$ cat src/cihs_pkg.sv
// Shared types and constants for the CBOR item head serializer.
package cihs_pkg;

    // Operation codes carried by an input request
    typedef enum logic [1:0] {
        OP_HEAD   = 2'd0,
        OP_SIGNED = 2'd1,
        OP_RAW    = 2'd2,
        OP_NONE   = 2'd3
    } t_op;

    // Additional info codes for heads with trailing argument bytes
    localparam logic [4:0] AI_ARG8  = 5'd24;
    localparam logic [4:0] AI_ARG16 = 5'd25;
    localparam logic [4:0] AI_ARG32 = 5'd26;
    localparam logic [4:0] AI_ARG64 = 5'd27;

    // Largest argument that fits directly in the lead byte, plus one
    localparam logic [63:0] ARG_IMM_LIMIT = 64'd24;

    localparam logic [31:0] SIZE_MAX = 32'hffff_ffff;

    // Default depth of the command queue between front and back
    localparam int QUEUE_DEPTH_DEF = 4;

    // Input request
    typedef struct packed {
        t_op                operation;
        logic        [2:0]  major_type;
        logic        [63:0] argument;
        logic signed [63:0] signed_value;
        logic        [7:0]  payload_byte;
    } t_in_req;

    // Output request
    typedef struct packed {
        logic [7:0]  out_byte;
        logic [31:0] byte_offset;
        logic        in_buffer;
        logic        last;
    } t_out_req;

    // Classified command: lead byte, argument bytes left-aligned, count of them
    typedef struct packed {
        logic [7:0]  lead;
        logic [63:0] arg_aligned;
        logic [3:0]  nargs;
    } t_cmd;

endpackage

$ cat src/cbor_item_head_serializer.sv
// Top level of the CBOR item head serializer: front, command queue, back.
//
//  channel  direction  handshake                  payload
//  in       input      i_in_valid / o_in_ready    i_in_req  (t_in_req)
//  out      output     o_out_valid / i_out_ready  o_out_req (t_out_req)
//  cfg      input      i_cfg_we                   i_cfg_wdata (buffer capacity)
//
// The back stage emits one byte per cycle while the output is ready, so raw
// payload bytes and single-byte heads sustain one request per cycle; a head
// with N argument bytes holds the back stage for N+1 bytes while front and
// queue accept until it fills; inputs pass front, queue and back registers.
// Reset is synchronous and clears the byte count, capacity and all valids.
// Either side may stall independently; the queue absorbs the difference.
module cbor_item_head_serializer
    import cihs_pkg::*;
#(
    parameter int QUEUE_DEPTH = QUEUE_DEPTH_DEF
) (
    input  logic        i_clk,
    input  logic        i_rst_n,
    input  logic        i_cfg_we,
    input  logic [15:0] i_cfg_wdata,
    input  logic        i_in_valid,
    output logic        o_in_ready,
    input  t_in_req     i_in_req,
    output logic        o_out_valid,
    input  logic        i_out_ready,
    output t_out_req    o_out_req
);

    logic f_valid;
    logic f_ready;
    t_cmd f_cmd;
    logic q_valid;
    logic q_ready;
    t_cmd q_cmd;

    cihs_front u_front (
        .i_clk       (i_clk),
        .i_rst_n     (i_rst_n),
        .i_in_valid  (i_in_valid),
        .o_in_ready  (o_in_ready),
        .i_in_req    (i_in_req),
        .o_cmd_valid (f_valid),
        .i_cmd_ready (f_ready),
        .o_cmd       (f_cmd)
    );

    cihs_queue #(
        .DEPTH (QUEUE_DEPTH)
    ) u_queue (
        .i_clk        (i_clk),
        .i_rst_n      (i_rst_n),
        .i_push_valid (f_valid),
        .o_push_ready (f_ready),
        .i_push_cmd   (f_cmd),
        .o_pop_valid  (q_valid),
        .i_pop_ready  (q_ready),
        .o_pop_cmd    (q_cmd)
    );

    cihs_back u_back (
        .i_clk       (i_clk),
        .i_rst_n     (i_rst_n),
        .i_cfg_we    (i_cfg_we),
        .i_cfg_wdata (i_cfg_wdata),
        .i_cmd_valid (q_valid),
        .o_cmd_ready (q_ready),
        .i_cmd       (q_cmd),
        .o_out_valid (o_out_valid),
        .i_out_ready (i_out_ready),
        .o_out_req   (o_out_req)
    );

endmodule

$ cat src/cihs_front.sv
// Front stage: accepts input requests and classifies them into byte commands.
module cihs_front
    import cihs_pkg::*;
(
    input  logic    i_clk,
    input  logic    i_rst_n,
    input  logic    i_in_valid,
    output logic    o_in_ready,
    input  t_in_req i_in_req,
    output logic    o_cmd_valid,
    input  logic    i_cmd_ready,
    output t_cmd    o_cmd
);

    logic        r_valid;
    logic        n_valid;
    t_cmd        r_cmd;
    t_cmd        n_cmd;
    logic        accept;
    logic [63:0] arg;
    logic [2:0]  major;
    logic        drop;

    assign o_in_ready  = !r_valid || i_cmd_ready;
    assign accept      = i_in_valid && o_in_ready;
    assign o_cmd_valid = r_valid;
    assign o_cmd       = r_cmd;

    // Pick major type and argument per operation
    always_comb begin
        arg   = i_in_req.argument;
        major = i_in_req.major_type;
        drop  = 1'b0;
        unique case (i_in_req.operation)
            OP_HEAD: begin
                arg   = i_in_req.argument;
                major = i_in_req.major_type;
            end
            OP_SIGNED: begin
                if (i_in_req.signed_value[63]) begin
                    arg   = ~i_in_req.signed_value;
                    major = 3'd1;
                end else begin
                    arg   = i_in_req.signed_value;
                    major = 3'd0;
                end
            end
            OP_RAW: begin
                arg   = i_in_req.argument;
                major = i_in_req.major_type;
            end
            default: drop = 1'b1;
        endcase
    end

    // Size class and lead byte; argument bytes left-aligned for the back end
    always_comb begin
        n_cmd.arg_aligned = arg;
        if (i_in_req.operation == OP_RAW) begin
            n_cmd.lead  = i_in_req.payload_byte;
            n_cmd.nargs = 4'd0;
        end else if (arg < ARG_IMM_LIMIT) begin
            n_cmd.lead  = {major, arg[4:0]};
            n_cmd.nargs = 4'd0;
        end else if (arg[63:8] == 56'd0) begin
            n_cmd.lead        = {major, AI_ARG8};
            n_cmd.nargs       = 4'd1;
            n_cmd.arg_aligned = {arg[7:0], 56'd0};
        end else if (arg[63:16] == 48'd0) begin
            n_cmd.lead        = {major, AI_ARG16};
            n_cmd.nargs       = 4'd2;
            n_cmd.arg_aligned = {arg[15:0], 48'd0};
        end else if (arg[63:32] == 32'd0) begin
            n_cmd.lead        = {major, AI_ARG32};
            n_cmd.nargs       = 4'd4;
            n_cmd.arg_aligned = {arg[31:0], 32'd0};
        end else begin
            n_cmd.lead  = {major, AI_ARG64};
            n_cmd.nargs = 4'd8;
        end
    end

    // Valid flag: unused operation codes are consumed without a command
    always_comb begin
        n_valid = r_valid;
        if (accept) begin
            n_valid = !drop;
        end else if (i_cmd_ready) begin
            n_valid = 1'b0;
        end
    end

    always_ff @(posedge i_clk) begin
        if (!i_rst_n) begin
            r_valid <= 1'b0;
        end else begin
            r_valid <= n_valid;
        end
    end

    always_ff @(posedge i_clk) begin
        if (accept) begin
            r_cmd <= n_cmd;
        end
    end

endmodule

$ cat src/cihs_queue.sv
// Short command queue decoupling the front and back stages.
module cihs_queue
    import cihs_pkg::*;
#(
    parameter int DEPTH = QUEUE_DEPTH_DEF
) (
    input  logic i_clk,
    input  logic i_rst_n,
    input  logic i_push_valid,
    output logic o_push_ready,
    input  t_cmd i_push_cmd,
    output logic o_pop_valid,
    input  logic i_pop_ready,
    output t_cmd o_pop_cmd
);

    localparam int AW = (DEPTH > 1) ? $clog2(DEPTH) : 1;
    localparam logic [AW-1:0] LAST_PTR = AW'(DEPTH - 1);
    localparam logic [AW:0]   FULL_CNT = (AW + 1)'(DEPTH);

    t_cmd          r_mem [DEPTH];
    logic [AW-1:0] r_wptr;
    logic [AW-1:0] r_rptr;
    logic [AW:0]   r_count;
    logic [AW-1:0] n_wptr;
    logic [AW-1:0] n_rptr;
    logic [AW:0]   n_count;
    logic          push;
    logic          pop;

    assign o_push_ready = (r_count != FULL_CNT);
    assign o_pop_valid  = (r_count != '0);
    assign o_pop_cmd    = r_mem[r_rptr];
    assign push         = i_push_valid && o_push_ready;
    assign pop          = o_pop_valid && i_pop_ready;

    // Pointer wrap and occupancy
    always_comb begin
        n_wptr  = r_wptr;
        n_rptr  = r_rptr;
        n_count = r_count;
        if (push) begin
            n_wptr = (r_wptr == LAST_PTR) ? '0 : r_wptr + 1'b1;
        end
        if (pop) begin
            n_rptr = (r_rptr == LAST_PTR) ? '0 : r_rptr + 1'b1;
        end
        case ({push, pop})
            2'b10:   n_count = r_count + 1'b1;
            2'b01:   n_count = r_count - 1'b1;
            default: n_count = r_count;
        endcase
    end

    always_ff @(posedge i_clk) begin
        if (!i_rst_n) begin
            r_wptr  <= '0;
            r_rptr  <= '0;
            r_count <= '0;
        end else begin
            r_wptr  <= n_wptr;
            r_rptr  <= n_rptr;
            r_count <= n_count;
        end
    end

    always_ff @(posedge i_clk) begin
        if (push) begin
            r_mem[r_wptr] <= i_push_cmd;
        end
    end

endmodule

$ cat src/cihs_back.sv
// Back stage: serializes commands into bytes with offset and buffer flags.
module cihs_back
    import cihs_pkg::*;
(
    input  logic        i_clk,
    input  logic        i_rst_n,
    input  logic        i_cfg_we,
    input  logic [15:0] i_cfg_wdata,
    input  logic        i_cmd_valid,
    output logic        o_cmd_ready,
    input  t_cmd        i_cmd,
    output logic        o_out_valid,
    input  logic        i_out_ready,
    output t_out_req    o_out_req
);

    logic [15:0] r_capacity;
    logic [31:0] r_size;
    logic [31:0] n_size;
    logic        r_busy;
    logic        n_busy;
    logic [3:0]  r_idx;
    logic [3:0]  n_idx;
    logic [3:0]  r_nargs;
    logic [3:0]  n_nargs;
    logic [63:0] r_shift;
    logic [63:0] n_shift;
    logic        r_out_valid;
    logic        n_out_valid;
    t_out_req    r_out;
    t_out_req    n_out;
    logic        advance;
    logic        emit;

    assign advance     = !r_out_valid || i_out_ready;
    assign o_cmd_ready = advance && !r_busy;
    assign emit        = advance && (r_busy || i_cmd_valid);
    assign o_out_valid = r_out_valid;
    assign o_out_req   = r_out;

    // Byte sequencing: lead byte from the queue, then argument bytes MSB first
    always_comb begin
        n_busy        = r_busy;
        n_idx         = r_idx;
        n_nargs       = r_nargs;
        n_shift       = r_shift;
        n_out         = r_out;
        n_out_valid   = r_out_valid && !i_out_ready;
        if (emit) begin
            n_out_valid       = 1'b1;
            n_out.byte_offset = r_size;
            n_out.in_buffer   = (r_size < {16'd0, r_capacity});
            if (r_busy) begin
                n_out.out_byte = r_shift[63:56];
                n_out.last     = (r_idx == r_nargs);
                n_shift        = {r_shift[55:0], 8'd0};
                n_idx          = r_idx + 1'b1;
                n_busy         = (r_idx != r_nargs);
            end else begin
                n_out.out_byte = i_cmd.lead;
                n_out.last     = (i_cmd.nargs == 4'd0);
                n_shift        = i_cmd.arg_aligned;
                n_nargs        = i_cmd.nargs;
                n_idx          = 4'd1;
                n_busy         = (i_cmd.nargs != 4'd0);
            end
        end
    end

    // Saturating byte count
    always_comb begin
        n_size = r_size;
        if (emit && (r_size != SIZE_MAX)) begin
            n_size = r_size + 32'd1;
        end
    end

    always_ff @(posedge i_clk) begin
        if (!i_rst_n) begin
            r_capacity  <= 16'd0;
            r_size      <= 32'd0;
            r_busy      <= 1'b0;
            r_out_valid <= 1'b0;
        end else begin
            if (i_cfg_we) begin
                r_capacity <= i_cfg_wdata;
            end
            r_size      <= n_size;
            r_busy      <= n_busy;
            r_out_valid <= n_out_valid;
        end
    end

    always_ff @(posedge i_clk) begin
        r_idx   <= n_idx;
        r_nargs <= n_nargs;
        r_shift <= n_shift;
        r_out   <= n_out;
    end

endmodule
$ cat config.mk
export PLATFORM = sky130hd
export DESIGN_NAME = cbor_item_head_serializer
export DESIGN_NICKNAME = d
export VERILOG_FILES = /design/src/cihs_pkg.sv /design/src/cbor_item_head_serializer.sv /design/src/cihs_front.sv /design/src/cihs_queue.sv /design/src/cihs_back.sv
export SDC_FILE = /design/constraint.sdc
export NUM_CORES = 1
export LEC_CHECK = 0
export BUFFER_PORTS_ARGS = -buffer_cell sky130_fd_sc_hd__clkbuf_2
export CORE_UTILIZATION = 35
export CTS_CLUSTER_DIAMETER = 150
export DETAILED_ROUTE_END_ITERATION = 10
export GPL_TIMING_DRIVEN = 1
export PLACE_DENSITY = 0.57
export SYNTH_ARGS = -nofsm -noshare
export SYNTH_HDL_FRONTEND = slang
export SYNTH_SLANG_ARGS = --single-unit
export TNS_END_PERCENT = 1
$ cat constraint.sdc
create_clock -name i_clk -period 5.27 [get_ports i_clk]
set_clock_uncertainty 0.2 [all_clocks]
set_input_delay 0.7905 -clock i_clk [delete_from_list [all_inputs] [get_ports i_clk]]
set_output_delay 0.7905 -clock i_clk [all_outputs]
set_load 0.005 [all_outputs]
Word-level counts from Yosys, hierarchy flattened
Memory sizes are Yosys's and may differ from the RTL's. A register that Yosys moved wholly into a read port is not among the register bits.
Cells that the tools add are included.
W data, S select, Z words.
{ "totals": {"reg_bits": 248, "latchBits": 0, "mem_bits_rw": 304, "rom_bits": 0, "inputBits": 162, "output_inout_bits": 44, "n_memories": 1} }
{ "classes": {"add_sub_neg": 6, "n_mul": 0, "n_div": 0, "n_lt_le_gt_ge": 2, "eq_ne": 10, "shifts": 0, "n_mux": 27, "bitwise_logic": 2, "reduce_logical": 28} }
{ "mem_list": {"columns": ["memory", "depth", "width", "rd", "rd_clocked_by_memory_dff", "write_ports", "line", "source"], "rows": [
  ["u_queue.r_mem", 4, 76, 1, 1, 1, "cihs_queue.sv:21", "t_cmd r_mem [DEPTH];"]
]} }
{ "op_table": {"columns": ["op", "n"], "rows": [
  ["$mux W64", 6],
  ["$mux W70", 2],
  ["$lt A64 B5 Y1 const B", 1],
  ["$not A64 Y64", 1],
  ["$logic_not A56 Y1", 1],
  ["$logic_not A48 Y1", 1],
  ["$add A32 B1 Y32 const B", 1],
  ["$logic_not A32 Y1", 1],
  ["$lt A32 B16 Y1", 1],
  ["$ne A32 B32 Y1 const B", 1],
  ["$mux W8", 2],
  ["$mux W1", 9],
  ["$eq A2 B2 Y1 const B", 4],
  ["$mux W2", 4],
  ["$logic_and A1 B1 Y1", 7],
  ["$pmux W3 S2", 1],
  ["$reduce_or A3 Y1", 2],
  ["$mux W5", 1],
  ["$add A2 B1 Y2 const B", 2],
  ["$add A4 B1 Y4 const B", 1],
  ["$eq A2 B1 Y1 const B", 2],
  ["$eq A4 B4 Y1", 1],
  ["$logic_not A1 Y1", 4],
  ["$logic_not A4 Y1", 1],
  ["other kinds (15)", 18]
]} }

Logic depth before layout (Yosys ltp)
{ "logic_depth": {"depth_word": 9, "depth_mapped": 13} }

By module
Synthesis repeated with hierarchy kept, for this count alone.
{ "unflattened": {"hier_cells": 1441, "area_unflattened_um2": 23331.1} }
{ "modules_own_cells": {"columns": ["module", "n_inst", "cells_each", "area_per_inst_um2"], "rows": [
  ["cihs_queue", 1, 453, 11472.3],
  ["cihs_back", 1, 533, 7143.1],
  ["cihs_front", 1, 455, 4715.8]
]} }

Worst setup path before layout
No wires, ideal clock.
{ "synth_timing": {"path_kind": "input port to flip-flop", "start": "input port i_out_ready", "end": "register u_back.r_out, in the netlist u_back.o_out_req[0], enable pin", "setup_ns": 0.463, "arrival_time_ns": 3.182, "slack_ns": 1.425, "cell_stages": 3, "n_path_buf": 0, "path_cell_list": "nand2b_1 -> o21ai_0 -> inv_1"} }
{ "synth_via": {"elab_chain_len": 2} }
{ "synth_lines": {"columns": ["element", "line", "source"], "rows": [
  ["start, declared", "cbor_item_head_serializer.sv:27", "input logic i_out_ready,"],
  ["$logic_or A1 B1 Y1", "cihs_back.sv:35", "assign advance = !r_out_valid || i_out_ready;"],
  ["$logic_and A1 B1 Y1", "cihs_back.sv:37", "assign emit = advance && (r_busy || i_cmd_valid);"],
  ["net u_back.emit", "cihs_back.sv:33", "logic emit;"],
  ["end signal, assigned", "cihs_back.sv:98", "r_out <= n_out;"],
  ["end, declared", "cihs_back.sv:30", "t_out_req r_out;"]
]} }
The timed path passes the listed nets, and every way through them passes these cells.
A chain may end at the register's enable or synchronous reset.

==> flow_summary.ini <==
[finish]
final_nets = 1788
fin_cells = 2505
final_core_util_pct = 41.7
fin_area_sq_um = 27000
drive_above_1_share_pct = 29.6
filler_cell_count = 5864
synthToLayoutAreaGrowth_pct = 17.1
antenna_cells = 0

[synthesis]
synth_area_leaders = edfxtp_1 (64%), mux4_2 (7.4%), dfxtp_1 (5.2%)
synth_top_area_share_pct = 64.4
synth_area_per_cell_sq_um = 16.8
ys_async_sr_fraction_pct = 0
synth_edf_count = 494
yosysWarnings = 0
ys_ff_latch = 554
synth_area_sq_um = 23000
synth.most_common_cell = edfxtp_1
ys_seq_area_share_pct = 69.6
postSynthCellCount = 1370
synth_top_cells_by_count = edfxtp_1 (494), mux2i_1 (77), mux4_2 (76)
syn_nets = 1556
synth_cell_type_count = 62
yosysTopAreaCell = edfxtp_1
ys.flop_type = edfxtp_1

[sta]
fmax_mhz = 240
tightest_slew_ns = 1.06
setup_violations = 0
rsz0062_at_grt = false
hold_violations = 0
fin_crit_sh_pct = 78.9
drv_slew = 0
fin_setup_tns_ns = 0
final.min_clock_period_ns = 4.16
maxSlewHeadroom_pct = 29.6

[critical_path]
cp-end-kind = register
slowest_delay_ns = 0.75
required_ns = 5.40
crit_path_cell_trace = clkbuf_2 > nor2b_4 > mux2i_1 > nand4_1 > nor4_4 > or3_1 > o21ai_0
critical_path_class = in -> reg
crit_slowest_cell = mux2i_1
cp_num_buf_inv = 1
crit_fanout = 17
cp_data_arrival_time_ns = 4.28
startpoint_type = primary input
worst_path_dominant_cell_family = simple AND/OR/NAND/NOR gates

[floorplanning]
row_count = 93
dieArea_sq_um = 66900
die_w_um = 259
core_area_sq_um = 64800
die_h_um = 259
initial_core_util_pct = 35.6
io_pins = 206

[cts]
ctsResizeCount = 0
cts-root-buf = clkbuf_16
cts_buffers = 57
htree_levels = 2
cts_buffer_depth = 3
cts-hold-fix-buffers = 0
cts.clk_slew.worst_paths_ns = 0.06
cts_setup_buffers = 0
cts_sinks = 554
cts_tree = built
insertion_delay_ns = 0.63

[global_route]
grt_usage_pct = 16.4
grt_pass1_wl_mm = 81.5
antenna_found_initial = 2
grt_pass1_vias = 12800
grt_overflow = 0
grt_max_degree = 62

[placed_design]
place_area_sq_um = 25100
dp_hpwl_mm = 36.6
place_congestion = 0.915
dp_cells = 2398
portBuffers = 205

[power_and_ir_drop]
power_frac_comb_pct = 18.7
p_int_uw = 9210
power_density_nw_per_um2 = 468
p_leak_uw = 0.00934
power.switching_uw = 3430
pwr-share-clk_pct = 31.5
swShare_pct = 27.1
ir_drop_mv = 0.388
seqPwrFrac_pct = 49.8
power_uw = 12600

[route]
drt_pass1_iterations = 5
vias = 12500
ant_nets = 0
drt-total-wl_mm = 54.6
drtIter0Drc = 871
route.detailed.drc = 0
wl_per_cell_um = 21.8
routed_via_density = 5.00

[min_path]
min_path_type = in -> reg

[outcome]
outcome = finished clean

[job]
cap_violations = 0
registers in the layout, summed over array words and instances (netlist names), named ones only:
name and cells:
u_front.o_cmd 76, u_back.r_shift 64, u_back.o_out_req 42, u_back.o_out_valid 1, u_back.r_capacity 16, u_back.r_idx 4
u_queue.r_count 3, u_queue.r_mem 304, u_back.r_size 32, u_queue.r_wptr 2, u_queue.r_rptr 2, u_back.r_nargs 4
u_front.o_cmd_valid 1, u_back.r_busy 1
cell families after synthesis:
family          count (synthesis)  synth area share (%)
flops                         554                  69.6
buf+inv                        92                  1.87
mux                           220                  14.1
xor+xnor                       93                  3.53
fa+ha+maj                      24                  1.34
compound gates                112                  3.12
simple gates                  275                  6.51
path summary, 6_finish.rpt:
| path | depth (start not counted) | end | start | slack [ns] |
|---|---|---|---|---|
| max | 7 | u_front.o_cmd[41]$_DFFE_PP_ | i_in_req[139] | 1.11 |
| min | 3 | u_front.o_cmd_valid$_SDFFE_PN0P_ | i_in_valid | 0.23 |
| max reg2reg | 6 | u_back.r_size[25]$_SDFFE_PN0P_ | u_back.r_busy$_SDFFE_PN0P_ | 2.03 |
| min reg2reg | 0 | u_queue.r_mem[2][21]$_DFFE_PP_ | u_front.o_cmd[21]$_DFFE_PP_ | 0.30 |
cell type report:
cell class / count / area [sq um] / area share, %
clock inverters: 35 / 354 / 1.31
clock buffers: 72 / 1500 / 5.57
inverters: 31 / 119 / 0.440
multi-input cells: 724 / 6610 / 24.5
flip-flops and latches: 554 / 16000 / 59.4
well taps: 855 / 1070 / 3.96
repair buffers: 234 / 1300 / 4.80
routing by layer:
metal	global-route usage (%)	vias up	routed length (um)
li1	-	5746	-
met1	22.0	6275	23700
met2	26.9	411	26100
met3	2.61	81	3040
met4	5.92	2	1700
met5	0	-	13
worst reg2reg max path, stage by stage (launching register included):
cell and delay [ns]:
dfxtp_4 0.73, o21ai_0 0.40, a31oi_2 0.54, nand4_1 0.35
or2_1 0.41, or3_1 0.36, a21boi_0 0.16
cells in the final DEF (no fill, tap or decap), types with 4 or more instances in the layout:
master | netlist | final
a21boi_0 | 9 | 9
a21o_1 | 8 | 8
a21oi_1 | 21 | 21
and2_1 | 30 | 29
and3_1 | 8 | 4
and3_4 | 0 | 4
buf_12 | 0 | 4
buf_4 | 3 | 26
bufinv_16 | 0 | 5
clkbuf_1 | 32 | 13
clkbuf_16 | 0 | 57
clkbuf_2 | 0 | 204
clkinv_1 | 0 | 11
clkinv_2 | 0 | 9
clkinvlp_4 | 0 | 4
dfxtp_1 | 60 | 57
edfxtp_1 | 494 | 494
ha_1 | 23 | 23
inv_1 | 31 | 30
mux2_2 | 66 | 66
mux2i_1 | 77 | 77
mux4_2 | 76 | 76
nand2_1 | 47 | 47
nand2b_1 | 8 | 8
nand3_1 | 14 | 14
nand4_1 | 30 | 30
nor2_1 | 57 | 57
nor2b_1 | 36 | 36
nor3_1 | 10 | 10
nor4_1 | 5 | 5
o211ai_1 | 6 | 6
o21ai_0 | 34 | 34
o21ai_1 | 8 | 8
o21ai_2 | 8 | 8
or3_1 | 10 | 10
xnor2_1 | 27 | 27
xor2_1 | 66 | 66
stage by stage:
stage / setup WS (ns) / hold slack, ns
3_5_place_dp: 0.579 / 0.286
6_report: 1.11 / 0.233
2_1_floorplan: 1.43 / 0.255
3_3_place_gp: 0.600 / 0.272
5_1_grt: 1.03 / 0.213
4_1_cts: 1.22 / 0.193
power groups by stage:
stage / combinational [uW] / clock [uW] / sequential (uW)
6_report: 2370 / 3980 / 6290
4_1_cts: 2440 / 4090 / 6320
3_3_place_gp: 2410 / 0 / 6390
2_1_floorplan: 1680 / 0 / 6160
5_1_grt: 2590 / 4240 / 6390
3_5_place_dp: 2440 / 0 / 6410
Power figures use the tool's default switching activity.
